File: src/sv/bcn_pkg.sv
package bcn_pkg;

    // Default largest image side in texels.
    localparam int MAX_DIM_DEFAULT = 4096;

    // Compressed block formats, as written to the format register.
    typedef enum logic [1:0] {
        FMT_BC1  = 2'd0,
        FMT_BC2  = 2'd1,
        FMT_BC3  = 2'd2,
        FMT_RXGB = 2'd3
    } fmt_t;

    // Configuration register indexes.
    localparam logic [1:0] REG_FORMAT = 2'd0;
    localparam logic [1:0] REG_WIDTH  = 2'd1;
    localparam logic [1:0] REG_HEIGHT = 2'd2;

    // One decoded palette entry.
    typedef struct packed {
        logic [7:0] r;
        logic [7:0] g;
        logic [7:0] b;
        logic [7:0] a;
    } rgba_t;

endpackage

File: src/sv/bcn_texture_block_decoder.sv
// Channel     Direction  Handshake                      Payload
// s_axis      in         s_axis_tvalid / s_axis_tready  tdata: block_low, block_high
// m_axis      out        m_axis_tvalid / m_axis_tready  tdata: texel_x, texel_y, red, green,
//                                                        blue, alpha; tlast: last_texel
// cfg         in         cfg_we (no back-pressure)      cfg_index, cfg_data
//
// The texel sequencer walks the sixteen texels of the held block one per cycle while the
// output keeps pace, clipped ones included; a new block is accepted only once all sixteen
// are stepped. The first texel is registered out after the block registers capture it.
// Reset restores the format (BC1), width and height (4096) and sets the block
// position to the top-left block. A stall on the output freezes the sequencer; the
// next block is accepted in the same cycle as the last texel of the current one.
module bcn_texture_block_decoder #(
    parameter int MAX_DIM = bcn_pkg::MAX_DIM_DEFAULT
) (
    input  logic         clk,
    input  logic         rst_n,
    // Input block stream.
    input  logic         s_axis_tvalid,
    output logic         s_axis_tready,
    input  logic [127:0] s_axis_tdata,   // [63:0] block_low, [127:64] block_high
    // Output texel stream.
    output logic         m_axis_tvalid,
    input  logic         m_axis_tready,
    output logic [55:0]  m_axis_tdata,   // [11:0] texel_x, [23:12] texel_y, [31:24] red,
                                         // [39:32] green, [47:40] blue, [55:48] alpha
    output logic         m_axis_tlast,   // last_texel
    // Configuration writes.
    input  logic         cfg_we,
    input  logic [1:0]   cfg_index,
    input  logic [12:0]  cfg_data
);
    import bcn_pkg::*;

    // Blocks along one side, counter width, and the widths needed to compare
    // texel coordinates against the clamped image size.
    localparam int BLK_MAX = (MAX_DIM + 3) / 4;
    localparam int CW      = (BLK_MAX > 1) ? $clog2(BLK_MAX) : 1;
    localparam int DW      = $clog2(MAX_DIM + 1);
    localparam int EW      = (DW > 13) ? DW : 13;
    localparam int XW      = CW + 2;
    localparam int CMPW    = ((XW > EW) ? XW : EW) + 1;

    // ------------------------------------------------------------------
    // Configuration registers
    // ------------------------------------------------------------------
    fmt_t        fmt_reg;
    logic [12:0] width_reg;
    logic [12:0] height_reg;

    always_ff @(posedge clk or negedge rst_n)
    begin
        if (!rst_n)
        begin
            fmt_reg    <= FMT_BC1;
            width_reg  <= 13'd4096;
            height_reg <= 13'd4096;
        end
        else if (cfg_we)
        begin
            case (cfg_index)
                REG_FORMAT: fmt_reg    <= fmt_t'(cfg_data[1:0]);
                REG_WIDTH:  width_reg  <= cfg_data;
                REG_HEIGHT: height_reg <= cfg_data;
                default:    ;
            endcase
        end
    end

    // Sizes above the maximum are clamped to it.
    logic [CMPW-1:0] w_eff;
    logic [CMPW-1:0] h_eff;
    logic [CMPW-1:0] w_blocks;
    logic [CMPW-1:0] h_blocks;

    always_comb
    begin
        w_eff = (CMPW'(width_reg) > CMPW'(MAX_DIM)) ? CMPW'(MAX_DIM) : CMPW'(width_reg);
        h_eff = (CMPW'(height_reg) > CMPW'(MAX_DIM)) ? CMPW'(MAX_DIM) : CMPW'(height_reg);
        // A zero size still counts as one block along that axis.
        w_blocks = (w_eff == '0) ? CMPW'(1) : ((w_eff + CMPW'(3)) >> 2);
        h_blocks = (h_eff == '0) ? CMPW'(1) : ((h_eff + CMPW'(3)) >> 2);
    end

    // ------------------------------------------------------------------
    // Handshake and sequencing control
    // ------------------------------------------------------------------
    logic         blk_valid_reg;
    logic [3:0]   texel_cnt_reg;
    logic         out_valid_reg;
    logic         out_free;
    logic         step;
    logic         blk_done;
    logic         accept;

    assign out_free      = !out_valid_reg || m_axis_tready;
    assign step          = blk_valid_reg && out_free;
    assign blk_done      = step && (texel_cnt_reg == 4'hF);
    assign s_axis_tready = !blk_valid_reg || blk_done;
    assign accept        = s_axis_tvalid && s_axis_tready;

    // ------------------------------------------------------------------
    // Block position counters, advanced on every accepted block
    // ------------------------------------------------------------------
    logic [CW-1:0]   col_reg;
    logic [CW-1:0]   row_reg;
    logic [CW-1:0]   col_next;
    logic [CW-1:0]   row_next;
    logic [CMPW-1:0] col_plus;
    logic [CMPW-1:0] row_plus;

    always_comb
    begin
        col_plus = CMPW'(col_reg) + CMPW'(1);
        row_plus = CMPW'(row_reg) + CMPW'(1);
        col_next = col_reg;
        row_next = row_reg;
        if (accept)
        begin
            if (col_plus >= w_blocks)
            begin
                col_next = '0;
                row_next = (row_plus >= h_blocks) ? '0 : CW'(row_plus);
            end
            else
            begin
                col_next = CW'(col_plus);
            end
        end
    end

    always_ff @(posedge clk or negedge rst_n)
    begin
        if (!rst_n)
        begin
            col_reg <= '0;
            row_reg <= '0;
        end
        else
        begin
            col_reg <= col_next;
            row_reg <= row_next;
        end
    end

    // Which of the four columns and rows of the incoming block lie in the image.
    logic [3:0]  col_ok;
    logic [3:0]  row_ok;
    logic [15:0] emit_mask_next;

    always_comb
    begin
        for (int i = 0; i < 4; i++)
        begin
            col_ok[i] = CMPW'({col_reg, 2'(i)}) < w_eff;
            row_ok[i] = CMPW'({row_reg, 2'(i)}) < h_eff;
        end
        for (int i = 0; i < 16; i++)
        begin
            emit_mask_next[i] = row_ok[i / 4] && col_ok[i % 4];
        end
    end

    // ------------------------------------------------------------------
    // Palette build on the incoming block, held with the block
    // ------------------------------------------------------------------
    rgba_t [3:0]      colour_pal;
    logic [7:0][7:0]  alpha_pal;

    bcn_palette u_palette (
        .block_format (fmt_reg),
        .block_low    (s_axis_tdata[63:0]),
        .block_high   (s_axis_tdata[127:64]),
        .colour_pal   (colour_pal),
        .alpha_pal    (alpha_pal)
    );

    rgba_t [3:0]      colour_pal_reg;
    logic [7:0][7:0]  alpha_pal_reg;
    logic [31:0]      cidx_reg;
    logic [63:0]      alpha_bits_reg;
    logic [15:0]      emit_mask_reg;
    logic [CW-1:0]    col_base_reg;
    logic [CW-1:0]    row_base_reg;

    always_ff @(posedge clk)
    begin
        if (accept)
        begin
            colour_pal_reg <= colour_pal;
            alpha_pal_reg  <= alpha_pal;
            cidx_reg       <= (fmt_reg == FMT_BC1) ? s_axis_tdata[63:32]
                                                   : s_axis_tdata[127:96];
            alpha_bits_reg <= s_axis_tdata[63:0];
            emit_mask_reg  <= emit_mask_next;
            col_base_reg   <= col_reg;
            row_base_reg   <= row_reg;
        end
    end

    always_ff @(posedge clk or negedge rst_n)
    begin
        if (!rst_n)
        begin
            blk_valid_reg <= 1'b0;
            texel_cnt_reg <= '0;
        end
        else
        begin
            if (accept)
            begin
                blk_valid_reg <= 1'b1;
                texel_cnt_reg <= '0;
            end
            else
            begin
                if (blk_done)
                begin
                    blk_valid_reg <= 1'b0;
                end
                if (step)
                begin
                    texel_cnt_reg <= texel_cnt_reg + 4'd1;
                end
            end
        end
    end

    // ------------------------------------------------------------------
    // Per-texel selection into the output register
    // ------------------------------------------------------------------
    logic        emit;
    logic [1:0]  csel;
    logic [3:0]  nibble;
    logic [5:0]  aoff;
    logic [2:0]  asel;
    rgba_t       texel;
    rgba_t       texel_next;
    logic        last_next;

    always_comb
    begin
        emit   = step && emit_mask_reg[texel_cnt_reg];
        csel   = cidx_reg[{texel_cnt_reg, 1'b0} +: 2];
        nibble = alpha_bits_reg[{texel_cnt_reg, 2'b00} +: 4];
        aoff   = 6'd16 + {1'b0, texel_cnt_reg, 1'b0} + {2'b00, texel_cnt_reg};
        asel   = alpha_bits_reg[aoff +: 3];
        texel  = colour_pal_reg[csel];

        texel_next = texel;
        case (fmt_reg)
            FMT_BC1:  texel_next = texel;
            // A nibble times 17 is the nibble repeated.
            FMT_BC2:  texel_next.a = {nibble, nibble};
            FMT_BC3:  texel_next.a = alpha_pal_reg[asel];
            FMT_RXGB:
            begin
                texel_next.r = alpha_pal_reg[asel];
                texel_next.a = texel.r;
            end
            default:  texel_next = texel;
        endcase

        // The last emitted texel is the highest set bit of the emit mask.
        last_next = (emit_mask_reg >> texel_cnt_reg) == 16'd1;
    end

    logic [11:0] out_x_reg;
    logic [11:0] out_y_reg;
    rgba_t       out_texel_reg;
    logic        out_last_reg;

    always_ff @(posedge clk or negedge rst_n)
    begin
        if (!rst_n)
        begin
            out_valid_reg <= 1'b0;
        end
        else if (emit)
        begin
            out_valid_reg <= 1'b1;
        end
        else if (m_axis_tready)
        begin
            out_valid_reg <= 1'b0;
        end
    end

    always_ff @(posedge clk)
    begin
        if (emit)
        begin
            out_x_reg     <= 12'({col_base_reg, texel_cnt_reg[1:0]});
            out_y_reg     <= 12'({row_base_reg, texel_cnt_reg[3:2]});
            out_texel_reg <= texel_next;
            out_last_reg  <= last_next;
        end
    end

    assign m_axis_tvalid = out_valid_reg;
    assign m_axis_tdata  = {out_texel_reg.a, out_texel_reg.b, out_texel_reg.g,
                            out_texel_reg.r, out_y_reg, out_x_reg};
    assign m_axis_tlast  = out_last_reg;

    // ------------------------------------------------------------------
    // Assertions
    // ------------------------------------------------------------------

    // An accepted block starts its walk at the first texel.
    assert property (@(posedge clk) disable iff (!rst_n)
        accept |=> blk_valid_reg && (texel_cnt_reg == 4'd0))
        else $error("accepted block did not start at texel zero");

    // A texel only appears while a block is being walked.
    assert property (@(posedge clk) disable iff (!rst_n)
        $rose(out_valid_reg) |-> $past(blk_valid_reg))
        else $error("texel emitted with no block held");

    // The block position never leaves the largest image.
    assert property (@(posedge clk) disable iff (!rst_n)
        (CMPW'(col_reg) < CMPW'(BLK_MAX)) && (CMPW'(row_reg) < CMPW'(BLK_MAX)))
        else $error("block position out of range");

endmodule

File: src/sv/bcn_palette.sv
// Builds the colour and alpha palettes of one compressed block.
module bcn_palette (
    input  bcn_pkg::fmt_t            block_format,
    input  logic [63:0]              block_low,
    input  logic [63:0]              block_high,
    output bcn_pkg::rgba_t [3:0]     colour_pal,
    output logic [7:0][7:0]          alpha_pal
);
    import bcn_pkg::*;

    // floor(x / 3) for x up to 765, by reciprocal multiplication.
    function automatic logic [7:0] div3(input logic [9:0] x);
        logic [19:0] p;
        p = {10'd0, x} * 20'd683;
        return p[18:11];
    endfunction

    // floor(x / 5) for x up to 1275.
    function automatic logic [7:0] div5(input logic [10:0] x);
        logic [22:0] p;
        p = {12'd0, x} * 23'd3277;
        return p[21:14];
    endfunction

    // floor(x / 7) for x up to 1785.
    function automatic logic [7:0] div7(input logic [10:0] x);
        logic [22:0] p;
        p = {12'd0, x} * 23'd2341;
        return p[21:14];
    endfunction

    function automatic rgba_t expand565(input logic [15:0] c);
        rgba_t e;
        e.r = {c[15:11], c[15:13]};
        e.g = {c[10:5], c[10:9]};
        e.b = {c[4:0], c[4:2]};
        e.a = 8'd255;
        return e;
    endfunction

    // (2a + b) / 3
    function automatic logic [7:0] mix_third(input logic [7:0] a, input logic [7:0] b);
        return div3({1'b0, a, 1'b0} + {2'b00, b});
    endfunction

    function automatic logic [7:0] mix_half(input logic [7:0] a, input logic [7:0] b);
        logic [8:0] s;
        s = {1'b0, a} + {1'b0, b};
        return s[8:1];
    endfunction

    logic [63:0] colour_half;
    logic [15:0] c0;
    logic [15:0] c1;
    rgba_t       e0;
    rgba_t       e1;
    logic        four_colour;
    logic [7:0]  a0;
    logic [7:0]  a1;
    logic [10:0] wsum;

    always_comb
    begin
        colour_half = (block_format == FMT_BC1) ? block_low : block_high;
        c0          = colour_half[15:0];
        c1          = colour_half[31:16];
        e0          = expand565(c0);
        e1          = expand565(c1);
        // Only BC1 has the three-colour mode with transparent black.
        four_colour = (block_format != FMT_BC1) || (c0 > c1);

        colour_pal[0] = e0;
        colour_pal[1] = e1;
        if (four_colour)
        begin
            colour_pal[2].r = mix_third(e0.r, e1.r);
            colour_pal[2].g = mix_third(e0.g, e1.g);
            colour_pal[2].b = mix_third(e0.b, e1.b);
            colour_pal[2].a = 8'd255;
            colour_pal[3].r = mix_third(e1.r, e0.r);
            colour_pal[3].g = mix_third(e1.g, e0.g);
            colour_pal[3].b = mix_third(e1.b, e0.b);
            colour_pal[3].a = 8'd255;
        end
        else
        begin
            colour_pal[2].r = mix_half(e0.r, e1.r);
            colour_pal[2].g = mix_half(e0.g, e1.g);
            colour_pal[2].b = mix_half(e0.b, e1.b);
            colour_pal[2].a = 8'd255;
            colour_pal[3]   = '0;
        end

        a0           = block_low[7:0];
        a1           = block_low[15:8];
        alpha_pal[0] = a0;
        alpha_pal[1] = a1;
        wsum         = '0;
        if (a0 > a1)
        begin
            // Six interpolated steps, weights (7-s, s) over 7.
            for (int s = 1; s <= 6; s++)
            begin
                wsum = 11'(7 - s) * {3'b000, a0} + 11'(s) * {3'b000, a1};
                alpha_pal[1 + s] = div7(wsum);
            end
        end
        else
        begin
            // Four interpolated steps, then fully transparent and fully opaque.
            for (int s = 1; s <= 4; s++)
            begin
                wsum = 11'(5 - s) * {3'b000, a0} + 11'(s) * {3'b000, a1};
                alpha_pal[1 + s] = div5(wsum);
            end
            alpha_pal[6] = 8'd0;
            alpha_pal[7] = 8'd255;
        end
    end

endmodule

File: config.mk
export PLATFORM = sky130hd
export DESIGN_NAME = bcn_texture_block_decoder
export DESIGN_NICKNAME = d
export VERILOG_FILES = /design/src/sv/bcn_pkg.sv /design/src/sv/bcn_texture_block_decoder.sv /design/src/sv/bcn_palette.sv
export SDC_FILE = /design/constraint.sdc
export NUM_CORES = 2
export LEC_CHECK = 0
export BUFFER_PORTS_ARGS = -buffer_cell sky130_fd_sc_hd__clkbuf_2
export CORE_MARGIN = 2
export CORE_UTILIZATION = 35
export CTS_BUF_LIST = sky130_fd_sc_hd__clkbuf_4 sky130_fd_sc_hd__clkbuf_8
export DETAILED_ROUTE_END_ITERATION = 12
export PLACE_DENSITY_LB_ADDON = 0.12
export SYNTH_ARGS = -nofsm -noshare
export SYNTH_HDL_FRONTEND = slang
export SYNTH_SLANG_ARGS = --single-unit
File: constraint.sdc
create_clock -name clk -period 17.5 [get_ports clk]
set_input_delay 2.625 -clock clk [delete_from_list [all_inputs] [get_ports clk]]
set_output_delay 2.625 -clock clk [all_outputs]
set_load 0.1 [all_outputs]
==> flow_metrics.py <==
metrics = {
    "run_status": {
        "outcome": "complete, no violations",
    },
    "synth": {
        "synth_cell_types": 78,
        "async_flop_share_pct": 14.5,
        "syn_avg_cell_area_um2": 10.6,
        "synth_cells": 4861,
        "synth_warnings": 0,
        "synth_ff_type": "edfxtp_1",
        "seq_area_frac_synth_pct": 21.1,
        "syn-cell-area_mm2": 0.0516,
        "synth_fp_nets": 6575,
        "ys_seq_elements": 372,
        "synth_edf_count": 318,
    },
    "worst_setup_path": {
        "reg2regPathDepth": 29,
        "cp_max_fo": 17,
        "crit_slowest_cell": "a2111oi_0",
        "cp_slowest_stage_delay_ns": 0.73,
        "r2r_start": "fmt_reg[1]",
        "crit_arrival_ns": 10.71,
        "start_kind": "input port",
        "ff2ff_setup_slack_ns": 8.20,
        "cp-end-kind": "flop",
        "reg2reg_to": "colour_pal_reg[79]",
        "crit_type": "input port to flop",
        "worst_ep_required_time_ns": 17.95,
        "crit_top_cell": "ha_1",
    },
    "cts": {
        "cts.path.max_buffers": 3,
        "holdBufCountCts": 0,
        "clock-root-buffer": "clkbuf_8",
        "cts_resized": 0,
        "clock_latency_ns": 0.74,
        "numCtsBuffers": 72,
        "htree_num_levels": 3,
        "post_cts_buffers": 0,
        "clk_pin_slew_ns": 0.06,
        "clock-sinks": 372,
        "tritoncts": "yes",
    },
    "route": {
        "wirelength_mm": 142,
        "vias": 35500,
        "drt_first_pass_iters": 5,
        "routedWlPerCell_um": 20.1,
        "drt_iter0_drc": 1752,
        "via_per_inst": 5.00,
        "final_antenna_net_count": 0,
        "drc": 0,
    },
    "global_route": {
        "grt_pass1_wl_mm": 220,
        "antenna_found_initial": 8,
        "grt_max_degree": 153,
        "met2_usage_pct": 30.8,
        "first_global_vias": 36700,
        "grt-ovfl-total": 0,
        "global_route.usage.met1_pct": 27.3,
        "grt.total_usage_pct": 19.0,
        "grt_most_used_layer": "met2",
        "grt_use_met3_pct": 2.07,
    },
    "finish": {
        "design_area_mm2": 0.0567,
        "stdcell_count": 7083,
        "drive_gt1_share_pct": 11.0,
        "largest_reg_flops": 81,
        "layout.nets": 6819,
        "syn_to_final_growth_pct": 9.84,
    },
    "placement": {
        "finalWeightedCongestion": 0.850,
        "place_inst": 6948,
        "io_buffers": 206,
        "placed_area_mm2": 0.0551,
        "hpwl_mm": 117,
    },
    "worst_hold_path": {
        "min_path_type": "flop to flop",
        "hold_depth": 0,
        "hold_end": "out_y_reg[5]",
        "min-delay-start": "row_base_reg[3]",
    },
    "sta": {
        "setup_viol": 0,
        "max_slew_margin_pct": 29.6,
        "tns_ns": 0,
        "final-hold-violation-count": 0,
        "min_period_ns": 10.26,
        "worstMarginPinSlew_ns": 1.05,
        "grt_setup_unrepaired": "no",
        "slew_violations": 0,
        "clock_skew_ns": 0.0467,
        "period_share_pct": 58.6,
        "clock.fmax_mhz": 97.5,
    },
    "die": {
        "die_y_um": 388,
        "die_w_um": 388,
        "die_area_mm2": 0.151,
        "initial_core_util_pct": 35.3,
        "num_rows": 140,
        "num_io_pins": 207,
        "fp.coreArea_mm2": 0.146,
    },
    "flow_run": {
        "max-cap-violations": 0,
    },
}
## how the worst max path moves through the flow
| stage | start | to | slack, ns |
|---|---|---|---|
| floorplan | m_axis_tready | alpha_bits_reg[15] | 5.19 |
| global placement | s_axis_tdata[9] | alpha_pal_reg[39] | 6.58 |
| detailed placement | s_axis_tdata[9] | alpha_pal_reg[39] | 6.47 |
| CTS | s_axis_tdata[9] | alpha_pal_reg[39] | 7.25 |
| global route | s_axis_tdata[9] | alpha_pal_reg[39] | 6.63 |
| finish | s_axis_tdata[9] | alpha_pal_reg[39] | 7.24 |
## kinds of logic after synthesis
kind of cell | share of synthesized area [%]
adders and majority gates | 43.4
AOI/OAI and AO/OA | 9.16
buffers and inverters | 6.40
and+or+nand+nor | 6.87
DFF | 21.1
muxes | 7.62
xor gates and xnor gates | 5.48
## synthesized netlist by cell type (all sizes together) (13+ instances only)
cell type,number,area (µm²)
inv,771,2890
nand2,147,552
clkbuf,47,176
nand2b,51,319
nor3,61,305
or3,16,100
mux2i,125,1250
and2,28,175
nor2b,46,288
dfrtp,52,1300
nand3,65,325
buf,33,231
nand4,21,131
xnor2,227,1990
a21oi,231,1170
a211oi,20,155
o21bai,59,443
o21ai,140,701
ha,1194,14900
and3,26,163
mux2,89,1010
fa,372,7450
o21a,41,308
edfxtp,318,9550
mux4,72,1680
a31oi,19,119
a22o,13,114
nor2,211,792
xor2,96,841
a21o,91,683
## layout by cell type (no fill, tap or decap), types with 125 or more instances in the layout
cell      netlist  final
nand2_1       147    146
xnor2_1       227    227
nor2_1        211    210
inv_1         770    769
edfxtp_1      318    318
mux2i_1       125    125
a21oi_1       230    229
clkbuf_2        0    206
o21ai_0       135    134
fa_1          372    372
ha_1         1194   1193
## metrics by stage
| stage | util, % | worst slack, ns | hold WS, ns |
|---|---|---|---|
| final | 38.8 | 7.24 | 0.414 |
| after floorplan | - | 5.19 | 0.400 |
| after global routing | 38.8 | 6.63 | 0.418 |
| after detailed placement | 37.7 | 6.47 | 0.405 |
| after CTS | 38.8 | 7.25 | 0.418 |
| after global placement | 37.7 | 6.58 | 0.402 |
## critical path: cells and delay by family
kind                       cells  cell delay, ns
AOI/OAI and AO/OA             11            2.97
xor gates and xnor gates       3            0.78
adders and majority gates      9            3.51
buffers and inverters          3            0.55
muxes                          1            0.09
and+or+nand+nor                2            0.16
## final cells by class
type	instances	area, µm²
Antenna cell	2	5.00
Clock buffer	88	1130
Clock inverter	45	515
Fill cell	14500	89400
Inverter	772	2910
Multi-Input combinational cell	3637	37500
Sequential cell	372	10900
Tap cell	1917	2400
Timing Repair Buffer	250	1370
## routing by layer
layer  vias to the layer above  routed length [µm]
met2                       557               64700
li1                      17600                   -
met3                       121                5290
met4                         0                2330
met1                     17200               69700
met5                         -                   0
Power is left out: the tool's default activity adds up to more than one toggle a clock period on the data nets, which glitch-free logic cannot reach.
